===== src/design/rpn_pkg.sv =====
`timescale 1ns / 1ps
// ----------------------------------------------------------------------------
// rpn_pkg
// Shared types and constants of the stack calculator.
// ----------------------------------------------------------------------------
package rpn_pkg;

    localparam int STACK_DEPTH = 128;
    localparam int SP_W        = $clog2(STACK_DEPTH + 1);
    localparam int ADDR_W      = (STACK_DEPTH > 2) ? $clog2(STACK_DEPTH) : 1;

    localparam logic [3:0] FUNC_PUSH = 4'd0;
    localparam logic [3:0] FUNC_ADD  = 4'd1;
    localparam logic [3:0] FUNC_SUB  = 4'd2;
    localparam logic [3:0] FUNC_MUL  = 4'd3;
    localparam logic [3:0] FUNC_DIV  = 4'd4;
    localparam logic [3:0] FUNC_MOD  = 4'd5;
    localparam logic [3:0] FUNC_PEEK = 4'd6;
    localparam logic [3:0] FUNC_DUP  = 4'd7;
    localparam logic [3:0] FUNC_SWAP = 4'd8;
    localparam logic [3:0] FUNC_CLR  = 4'd9;
    localparam logic [3:0] FUNC_POP  = 4'd10;

    typedef struct packed {
        logic [3:0]         func;
        logic signed [31:0] operand;
    } t_in_item;

    typedef struct packed {
        logic signed [31:0] value;
        logic               value_valid;
        logic               underflow;
        logic               overflow;
        logic               zero_divisor;
        logic [7:0]         depth;
    } t_out_item;

    // datapath operations driven by the controller
    typedef enum logic [3:0] {
        OP_NONE,
        OP_LOAD,    // latch command, issue read of top
        OP_POPB,    // take top as b, issue read of next
        OP_POPA,    // take read as a
        OP_DIVSTEP, // one divider step: load, then iterations
        OP_EXEC,    // compute result, push/write
        OP_SWAPW,   // second write of swap
        OP_DONE     // present result
    } t_op;

    typedef struct packed {
        t_op op;
    } t_ctl;

    typedef struct packed {
        logic [3:0] func;
        logic       div_done;
        logic       zdiv;
    } t_sts;

endpackage


===== src/design/rpn_ctrl.sv =====
`timescale 1ns / 1ps
// ----------------------------------------------------------------------------
// rpn_ctrl
// Command sequencer of the stack calculator.
// ----------------------------------------------------------------------------
module rpn_ctrl (
    input  logic          i_clk,
    input  logic          i_rst_n,
    input  logic          i_start,
    input  rpn_pkg::t_sts i_sts,
    output rpn_pkg::t_ctl o_ctl,
    output logic          o_busy,
    output logic          o_done
);
    typedef enum logic [7:0] {
        S_IDLE = 8'b0000_0001, S_POPB = 8'b0000_0010, S_WAIT = 8'b0000_0100,
        S_POPA = 8'b0000_1000, S_DIV  = 8'b0001_0000, S_EXEC = 8'b0010_0000,
        S_SWAP = 8'b0100_0000, S_DONE = 8'b1000_0000
    } t_state;

    t_state r_state, n_state;
    logic two_ops;

    // commands that pop a second operand (div/mod only without zero divisor)
    assign two_ops = (i_sts.func == rpn_pkg::FUNC_ADD) || (i_sts.func == rpn_pkg::FUNC_SUB)
        || (i_sts.func == rpn_pkg::FUNC_MUL)
        || ((i_sts.func == rpn_pkg::FUNC_DIV || i_sts.func == rpn_pkg::FUNC_MOD)
            && !i_sts.zdiv);

    always_comb begin
        n_state = r_state;
        o_ctl.op = rpn_pkg::OP_NONE;
        unique case (r_state)
            S_IDLE: if (i_start) begin
                o_ctl.op = rpn_pkg::OP_LOAD; n_state = S_POPB;
            end
            S_POPB: begin
                // read data of the top is ready now; datapath pops by command
                o_ctl.op = rpn_pkg::OP_POPB;
                n_state = S_WAIT;
            end
            S_WAIT: n_state = S_POPA;
            S_POPA: begin
                // swap also takes the second entry here, without popping
                if (two_ops || i_sts.func == rpn_pkg::FUNC_SWAP) o_ctl.op = rpn_pkg::OP_POPA;
                if (two_ops && (i_sts.func == rpn_pkg::FUNC_DIV ||
                                i_sts.func == rpn_pkg::FUNC_MOD))
                    n_state = S_DIV;
                else n_state = S_EXEC;
            end
            S_DIV: begin
                o_ctl.op = rpn_pkg::OP_DIVSTEP;
                if (i_sts.div_done) begin
                    o_ctl.op = rpn_pkg::OP_NONE; n_state = S_EXEC;
                end
            end
            S_EXEC: begin
                o_ctl.op = rpn_pkg::OP_EXEC; n_state = S_SWAP;
            end
            S_SWAP: begin
                o_ctl.op = rpn_pkg::OP_SWAPW; n_state = S_DONE;
            end
            S_DONE: n_state = S_IDLE;
            default: n_state = S_IDLE;
        endcase
    end

    always_ff @(posedge i_clk) begin
        if (!i_rst_n) r_state <= S_IDLE;
        else r_state <= n_state;
    end

    assign o_busy = (r_state != S_IDLE);
    assign o_done = (r_state == S_DONE);
endmodule


===== config.mk =====
export PLATFORM = sky130hd
export DESIGN_NAME = rpn_ctrl
export DESIGN_NICKNAME = d
export VERILOG_FILES = /design/src/design/rpn_pkg.sv /design/src/design/rpn_ctrl.sv
export SDC_FILE = /design/constraint.sdc
export NUM_CORES = 1
export LEC_CHECK = 0
export BUFFER_PORTS_ARGS = -buffer_cell sky130_fd_sc_hd__clkbuf_2
export CELL_PAD_IN_SITES_DETAIL_PLACEMENT = 0
export CELL_PAD_IN_SITES_GLOBAL_PLACEMENT = 1
export CORE_MARGIN = 2
export CORE_UTILIZATION = 38
export CTS_CLUSTER_SIZE = 8
export DETAILED_ROUTE_END_ITERATION = 6
export PLACE_DENSITY = 0.79
export SKIP_LAST_GASP = 1
export SYNTH_ARGS = -nofsm -noshare
export SYNTH_HDL_FRONTEND = slang
export SYNTH_SLANG_ARGS = --single-unit

===== constraint.sdc =====
create_clock -name i_clk -period 4.5 [get_ports i_clk]
set_input_delay 0 -clock i_clk [delete_from_list [all_inputs] [get_ports i_clk]]
set_output_delay 0 -clock i_clk [all_outputs]
set_load 0.02 [all_outputs]

==> results.cfg, run 1 <==
[outcome]
status = completed

[cells_and_area]
largest_reg_flops = 8
area_delta_synth_final_pct = 18.41
regMostFlops = r_state
fin_cells = 95
drive_above_1_share = 0.3125
final_common_cell = clkbuf_2
n_fill_cell = 143
top_regs = r_state (8)
diodes = 0
layout_common_cells = clkbuf_2, dfxtp_1, nand2_1
final_nets = 91

[clocking]
worstSkewPairLatency_ps = 260
clockBufferDepth = 2
post_cts_resized = 0
cts_hold_buf = 0
clock-sinks = 8
htree_levels = 1
clockRootBuffer = clkbuf_4
cts_tree = yes
cts_made_buffers = 3
clkTransAtPathRegs_ps = 60
post_cts_buffers = 0

[critical_path]
arrival_ps = 2030
reg2reg_to = r_state[2]
start_kind = flip-flop
cp_max_fo = 6
cp-startpoint = r_state[7]
critPathKind = reg2out
worst-r2r-setup-slack_ps = 2640
reg2reg_depth = 4
worstSetupEndpointType = output pin
required_ps = 4500
r2r_start = r_state[3]

[routing]
first_iter_violations = 10
wire_per_inst_um = 13.03
drc_errors = 0
final_antenna_net_count = 0
vias = 552
dr.pass1.iters = 4
post_drt_via_cell_ratio = 5.811
wl_um = 1238

[logic_synthesis]
syn_nets = 74
synth_seq_cells = 8
seq_area_frac_synth = 0.2984
yosysWarnings = 0
syn-cell-area_um2 = 536.8
synthCells = 65
yosysUniqueCellTypes = 30
syn_avg_cell_area_um2 = 8.258

[floorplanning]
rows = 13
start_util = 0.4074
ios = 15
dieArea_um2 = 1729
die_w_um = 41.59
die_h_um = 41.59
coreArea_um2 = 1318

[grt]
grt_pass1_wl_um = 2139
met2_usage = 0.2438
grt_start_max_net_pins = 9
grtUsageMet3 = 0.03913
antenna_found_initial = 0
top_usage_layer = met2
grt_pass1_vias = 517
met1_usage = 0.1953
overflow = 0
grt_usage = 0.1598

[worst_hold_path]
min_from = i_sts[1]
hold_path_class = in2reg
hold_depth = 3
holdPathEnd = r_state[5]

[sta]
max_freq_mhz = 493.0
skew_ps = 6.708
fin_crit_sh = 0.4508
setup_viol = 0
slew_violations = 0
finalSetupTns_ps = 0
period_minus_slack_ps = 2028
rsz0062_at_grt = false
hold_viol = 0
timing.final.ws_setup_ps = 2472

[place]
dp_hpwl_um = 987.9
dpl.cell_count = 92
finalWeightedCongestion = 0.8352
pre_cts_ws_ps = 2652
io_buffers = 13

[power_and_ir_drop]
power_density_nw_per_um2 = 260.6
irDropWorstVdd_v = 0.00009615
power_leakage_nw = 0.2932

[flow_run]
maxCapViolations = 0
[power breakdown]
group	internal [mW]	switching [mW]
logic	0.0149	0.0181
registers	0.0729	0.00413
clock network	0.0306	0.0251
[worst max-delay path, cell delays in order (launching register included)]
cell	delay (ps)
dfxtp_1	340
or4_1	600
or4_1	560
nand3_1	100
clkbuf_2	170
[cells by family (layout without fill, tap and decap cells)]
family	Yosys count	after routing	synth area share
AOI/OAI and AO/OA	10	10	0.1399
and+or+nand+nor	43	43	0.5268
buffers and inverters	3	18	0.02798
other	1	1	0.006986
DFF	8	8	0.2984
[cells in the mapped netlist]
master / n / area (um^2)
a211o_1: 1 / 8.760
a21boi_1: 1 / 7.510
a21oi_1: 3 / 15.01
a22oi_2: 1 / 12.51
and2_1: 2 / 12.51
and3_1: 2 / 12.51
and4b_1: 2 / 20.02
buf_4: 1 / 7.510
conb_1: 1 / 3.750
dfxtp_1: 8 / 160.2
inv_1: 2 / 7.510
nand2_1: 6 / 22.52
nand2b_1: 2 / 12.51
nand3_1: 1 / 5.000
nand4_1: 1 / 6.260
nand4b_1: 1 / 8.760
nor2_1: 4 / 15.01
nor2b_1: 1 / 6.260
nor2b_4: 1 / 13.76
nor3_1: 4 / 20.02
nor4_1: 3 / 18.77
nor4b_1: 3 / 26.28
o21ai_0: 2 / 10.01
o21ai_1: 1 / 5.000
o41ai_2: 1 / 16.27
or2_2: 2 / 12.51
or2b_1: 2 / 15.01
or3b_2: 2 / 17.52
or4_1: 2 / 15.01
or4_4: 2 / 22.52
[through the flow]
step / total power [mW] / util / area [um^2] / hold WS (ps)
2_1_floorplan: 0.1002 / - / 536.8 / 88.54
3_3_place_gp: 0.1110 / 0.4653 / 613.1 / 248.7
3_5_place_dp: 0.1115 / 0.4653 / 613.1 / 269.3
4_1_cts: 0.1661 / 0.4824 / 635.6 / 3.536
5_1_grt: 0.1737 / 0.4824 / 635.6 / 28.53
6_report: 0.1657 / 0.4824 / 635.6 / 5.477
[cell type report]
cell class / instances / area [um^2] / share of cell area
Tap cell: 15 / 18.77 / 0.02953
Inverter: 2 / 7.507 / 0.01181
Timing Repair Buffer: 13 / 65.06 / 0.1024
Clock buffer: 3 / 22.52 / 0.03543
Sequential cell: 8 / 160.2 / 0.2520
Multi-Input combinational cell: 54 / 361.6 / 0.5689
[routing by layer]
metal  part of all wire  up-vias
li1                   -      275
met1               0.47      254
met5                  0        -
met2               0.45       21
met3              0.071        2
met4              0.011        0
[worst max-delay path by stage]
stage | end | depth (start not counted)
detailed placement | r_state[2] | 4
finish | o_ctl[1] | 4
global placement | r_state[2] | 4
global route | o_ctl[1] | 5
CTS | o_ctl[1] | 4
floorplan | r_state[2] | 4
Power figures use the tool's default switching activity.
==> inputs of run 2 (changes only) <==
Settings changed: ABC_AREA from default to 1, CORE_UTILIZATION 38 to 32, PLACE_DENSITY 0.79 to 0.74.
Clock period 4.5 ns to 1.9 ns, I/O delays scaled along.
==> results.cfg, run 2 <==
[critical_path]
r2r_start = r_state[4]
reg2reg_depth = 8
path_cells = nor2_2, nand2_2, inv_2, nand2_2, inv_1, nand2_1, nand3_1, clkbuf_2
reg2reg_to = r_state[5]
critical-path-top-delay-family = simple AND/OR/NAND/NOR gates
worst-r2r-setup-slack_ps = 770
cpMaxStageDelayCell = dfxtp_1
slowest_delay_ps = 320
worst-path-buf-inv = 3
worstSetupEndpointType = output pin
cp_max_fo = 3
start_kind = flip-flop
critPathMostFrequentCell = nand2_2
arrival_ps = 1340
critPathKind = reg2out
required_ps = 1900

[place]
finalWeightedCongestion = 0.7673
dp_hpwl_um = 948.4
dpl.cell_count = 117
io_buffers = 13

[cells_and_area]
regMostFlops = r_state
fin_cells = 122
largest_reg_flops = 8
diodes = 0
layout_common_cells = nand2_1, nor2_1, inv_1
final_common_cell = nand2_1
area_delta_synth_final_pct = 23.02
n_fill_cell = 167
top_regs = r_state (8)
final_nets = 117
drive_above_1_share = 0.2453

[clocking]
clock-sinks = 8
clockBufferDepth = 2
post_cts_resized = 0
cts_made_buffers = 3
htree_levels = 1
worstSkewPairLatency_ps = 260
clkTransAtPathRegs_ps = 50
post_cts_buffers = 0
clockRootBuffer = clkbuf_4
cts_tree = yes

[floorplanning]
ios = 15
coreArea_um2 = 1524
start_util = 0.3424
rows = 14
die_h_um = 44.38
die_w_um = 44.38
dieArea_um2 = 1970

[logic_synthesis]
yosysUniqueCellTypes = 16
syn_avg_cell_area_um2 = 5.862
ys.flop_type = dfxtp_1
syn_nets = 98
yosys.cell_count.top_type = nand2_1
ys_top_cells_by_area = dfxtp_1, nand2_1, nor2_1
synthDominantCellAreaShare = 0.3070
synthCells = 89
seq_area_frac_synth = 0.3070
async_flop_share = 0
yosysWarnings = 0
synth_edf_count = 0
synth_seq_cells = 8
synthTopCellsByCount = nand2_1, nor2_1, inv_1
syn-cell-area_um2 = 521.8
synth_area_leader_cell = dfxtp_1

[power_and_ir_drop]
power_leakage_nw = 0.3564
total_power_uw = 389.5
irDropWorstVdd_v = 0.0002227
power_density_nw_per_um2 = 606.8

[routing]
dr.pass1.iters = 3
wl_um = 1202
vias = 541
wire_per_inst_um = 9.852
first_iter_violations = 9
post_drt_via_cell_ratio = 4.434
drc_errors = 0
final_antenna_net_count = 0

[worst_hold_path]
min_from = i_sts[1]
hold_depth = 3
hold_path_class = in2reg
holdPathEnd = r_state[4]

[sta]
setup_viol = 0
period_minus_slack_ps = 1340
max_freq_mhz = 746.2
skew_ps = 2.310
hold_viol = 0
finalSetupTns_ps = 0
rsz0062_at_grt = false
fin_crit_sh = 0.7054
slew_violations = 0

[outcome]
status = completed

[grt]
antenna_found_initial = 0
overflow = 0
grt_start_max_net_pins = 8
grt_pass1_vias = 540
grt_usage = 0.1579
grt_pass1_wl_um = 2194

[flow_run]
maxCapViolations = 0
[run 2: worst reg2reg max path, stage by stage, from the launching register on]
cell	delay (ps)
dfxtp_1	320
nor2_2	140
nand2_2	90
nor2_2	170
nand2_1	100
nand2_1	70
inv_1	40
nand2_1	40
nor2_1	30
[run 2: worst max path at each step]
stage	end	cells past startpoint	slack (ps)	startpoint
floorplan	r_state[5]	8	890	r_state[1]
global placement	r_state[5]	8	760	r_state[4]
detailed placement	r_state[5]	8	760	r_state[4]
CTS	o_ctl[1]	8	530	r_state[4]
global route	o_ctl[0]	8	400	r_state[4]
finish	o_ctl[1]	8	560	r_state[4]
[run 2: kinds of logic (layout without fill, tap and decap cells)]
logic type	count (synthesis)	count (layout)	share of synthesized area
other	1	1	0.007187
buffers and inverters	17	34	0.1295
DFF	8	8	0.3069
and+or+nand+nor	61	61	0.5252
AOI/OAI and AO/OA	2	2	0.03118
[run 2: layer usage]
layer / routed length, um / vias up / GRT usage
li1: - / 301 / -
met1: 537 / 225 / 0.1749
met2: 578 / 13 / 0.2559
met3: 75 / 2 / 0.07347
met4: 11 / 0 / 0.07273
met5: 0 / - / 0
[run 2: where the power goes]
group	internal (mW)	switching (mW)
Sequential	0.173	0.00260
Combinational	0.0303	0.0496
Clock	0.0726	0.0617
Total	0.276	0.114
[run 2: repair_timing]
action | in CTS | in global routing
hold buffers | 2 | 0
endpoints found under the hold margin | 2 | 0
setup endpoints to repair | 0 | 0
[run 2: layout make-up]
cell class,count,area [um^2],area share
multi-input cells,64,294.0,0.4581
flip-flops and latches,8,160.2,0.2495
repair buffers,15,85.08,0.1326
inverters,16,60.06,0.09357
clock buffers,3,22.52,0.03509
well taps,16,20.02,0.03119
[run 2: per-stage QoR]
stage               hold slack (ps)  instance area, um^2  setup WS, ps  utilization
global placement              192.0                599.3         759.1       0.3933
global route                  84.07                641.9         404.3       0.4212
finish                        86.42                641.9         559.8       0.4212
detailed placement            208.2                599.3         756.2       0.3933
CTS                           73.32                641.9         528.4       0.4212
floorplan                     84.12                521.8         891.6            -
==> inputs of run 3 (changes only) <==
Clock period 1.9 ns to 1.4 ns, I/O delays scaled along.
==> results.cfg, run 3 (synthesis gave the netlist of run 2 again) <==
[outcome]
status = completed

[cells_and_area]
area_delta_synth_final_pct = 30.22
layout_common_cells = nand2_1, nor2_1, inv_1
diodes = 0
final_common_cell = nand2_1
regMostFlops = r_state
final_cell_area_um2 = 679.4
drive_above_1_share = 0.3084
largest_reg_flops = 8
top_regs = r_state (8)
final_nets = 118

[routing]
vias = 544
post_drt_via_cell_ratio = 4.423
wl_um = 1222
dr.pass1.iters = 3
final_antenna_net_count = 0
wire_per_inst_um = 9.935
first_iter_violations = 6
drc_errors = 0

[floorplanning]
die_h_um = 44.38
dieArea_um2 = 1970
rows = 14
ios = 15
coreArea_um2 = 1524
die_w_um = 44.38
start_util = 0.3424

[sta]
timing.final.ws_setup_ps = 89.40
skew_ps = 1.770
slew_violations = 0
fin_crit_sh = 0.9361
hold_viol = 0
period_minus_slack_ps = 1311
max_freq_mhz = 763.0
setup_viol = 0

[critical_path]
critPathMostFrequentCell = nand2_2
worstSetupEndpointType = output pin
arrival_ps = 1310
required_ps = 1400
path_cells = nor2_2, nand2_2, inv_2, nand2_2, inv_2, nand2_2, nand3_2, buf_6
cp_max_fo = 3
cpMaxStageDelayCell = dfxtp_1
start_kind = flip-flop
critPathKind = reg2out
slowest_delay_ps = 320
worst-path-buf-inv = 3
critical-path-top-delay-family = simple AND/OR/NAND/NOR gates

[place]
pre_cts_ws_ps = 257.8
post_dp_cell_area_um2 = 599.3
io_buffers = 13
finalWeightedCongestion = 0.7674
dp_hpwl_um = 919.7

[grt]
grt_pass1_wl_um = 1987
grt_start_max_net_pins = 8
grt_pass1_vias = 501
overflow = 0
antenna_found_initial = 0
grt_usage = 0.1413

[power_and_ir_drop]
pwr-share-seq = 0.451
comb_power_share = 0.226
switching_share = 0.2822
total_power_uw = 529.0
power_leakage_nw = 0.3750
p_sw_uw = 149.3
power_density_nw_per_um2 = 778.6
irDropWorstVdd_v = 0.0004657
internal-power_uw = 379.7
power_frac_clock = 0.322

[worst_hold_path]
hold_path_class = in2reg

[clocking]
cts_tree = yes
clockRootBuffer = clkbuf_4
htree_levels = 1
worstSkewPairLatency_ps = 250
cts_made_buffers = 3
clkTransAtPathRegs_ps = 50
clockBufferDepth = 2
clock-sinks = 8

[flow_run]
maxCapViolations = 0
-- run 3: changes by cell type in the layout (fill, tap and decap cells not counted), moves of 2 or more --
cell      previous run  this run
buf_6                0         2
nand3_2              0         2
nand3_1              7         5
clkbuf_2            13        11
buf_4                0         2
-- run 3: final timing paths --
check             slack [ps]  cells past startpoint       start    endpoint
setup / recovery          90                      8  r_state[5]    o_ctl[0]
hold / removal            60                      4     i_start  r_state[0]
setup reg to reg         200                      9  r_state[1]  r_state[5]
hold reg to reg          590                      4  r_state[2]  r_state[3]
-- run 3: what timing repair did --
action | in CTS | in global routing
buffers inserted | 0 | 2
hold buffers | 1 | 0
endpoints found under the setup margin | 0 | 3
resized for setup | 0 | 12
endpoints found under the hold margin | 1 | 0
-- run 3: cell type report --
type	instances	area, um^2
Timing Repair Buffer	16	102.6
Clock buffer	3	22.52
Fill cell	161	844.6
Inverter	16	60.06
Sequential cell	8	160.2
Multi-Input combinational cell	64	314.1
Tap cell	16	20.02
-- run 3: metal layers --
| layer | wire length (um) | vias up | part of all wire | track usage |
|---|---|---|---|---|
| met3 | 70 | 2 | 0.057 | 0.04898 |
| met4 | 10 | 0 | 0.0082 | 0.09091 |
| met2 | 599 | 14 | 0.49 | 0.2265 |
| met5 | 0 | - | 0 | 0 |
| met1 | 542 | 222 | 0.44 | 0.1584 |
| li1 | - | 306 | - | - |
-- run 3: per-stage QoR --
stage	instances	hold slack (ps)	utilization	setup TNS, ps
CTS	121	1.736	0.4146	0
global placement	117	192.0	0.3933	0
finish	123	58.30	0.4458	0
floorplan	89	84.12	-	0
global route	123	69.01	0.4458	-26.76
detailed placement	117	205.9	0.3933	0
-- run 3: power groups by stage --
stage	clock network, mW	logic, mW	registers, mW
floorplan	0	0.0753	0.242
finish	0.170	0.120	0.239
CTS	0.178	0.107	0.238
global placement	0	0.104	0.242
detailed placement	0	0.104	0.243
global route	0.190	0.134	0.239
-- run 3: worst min-delay path, delay by kind of cell --
| family | cells | cell delay (ps) |
|---|---|---|
| buf+inv | 2 | 130 |
| simple gates | 2 | 140 |
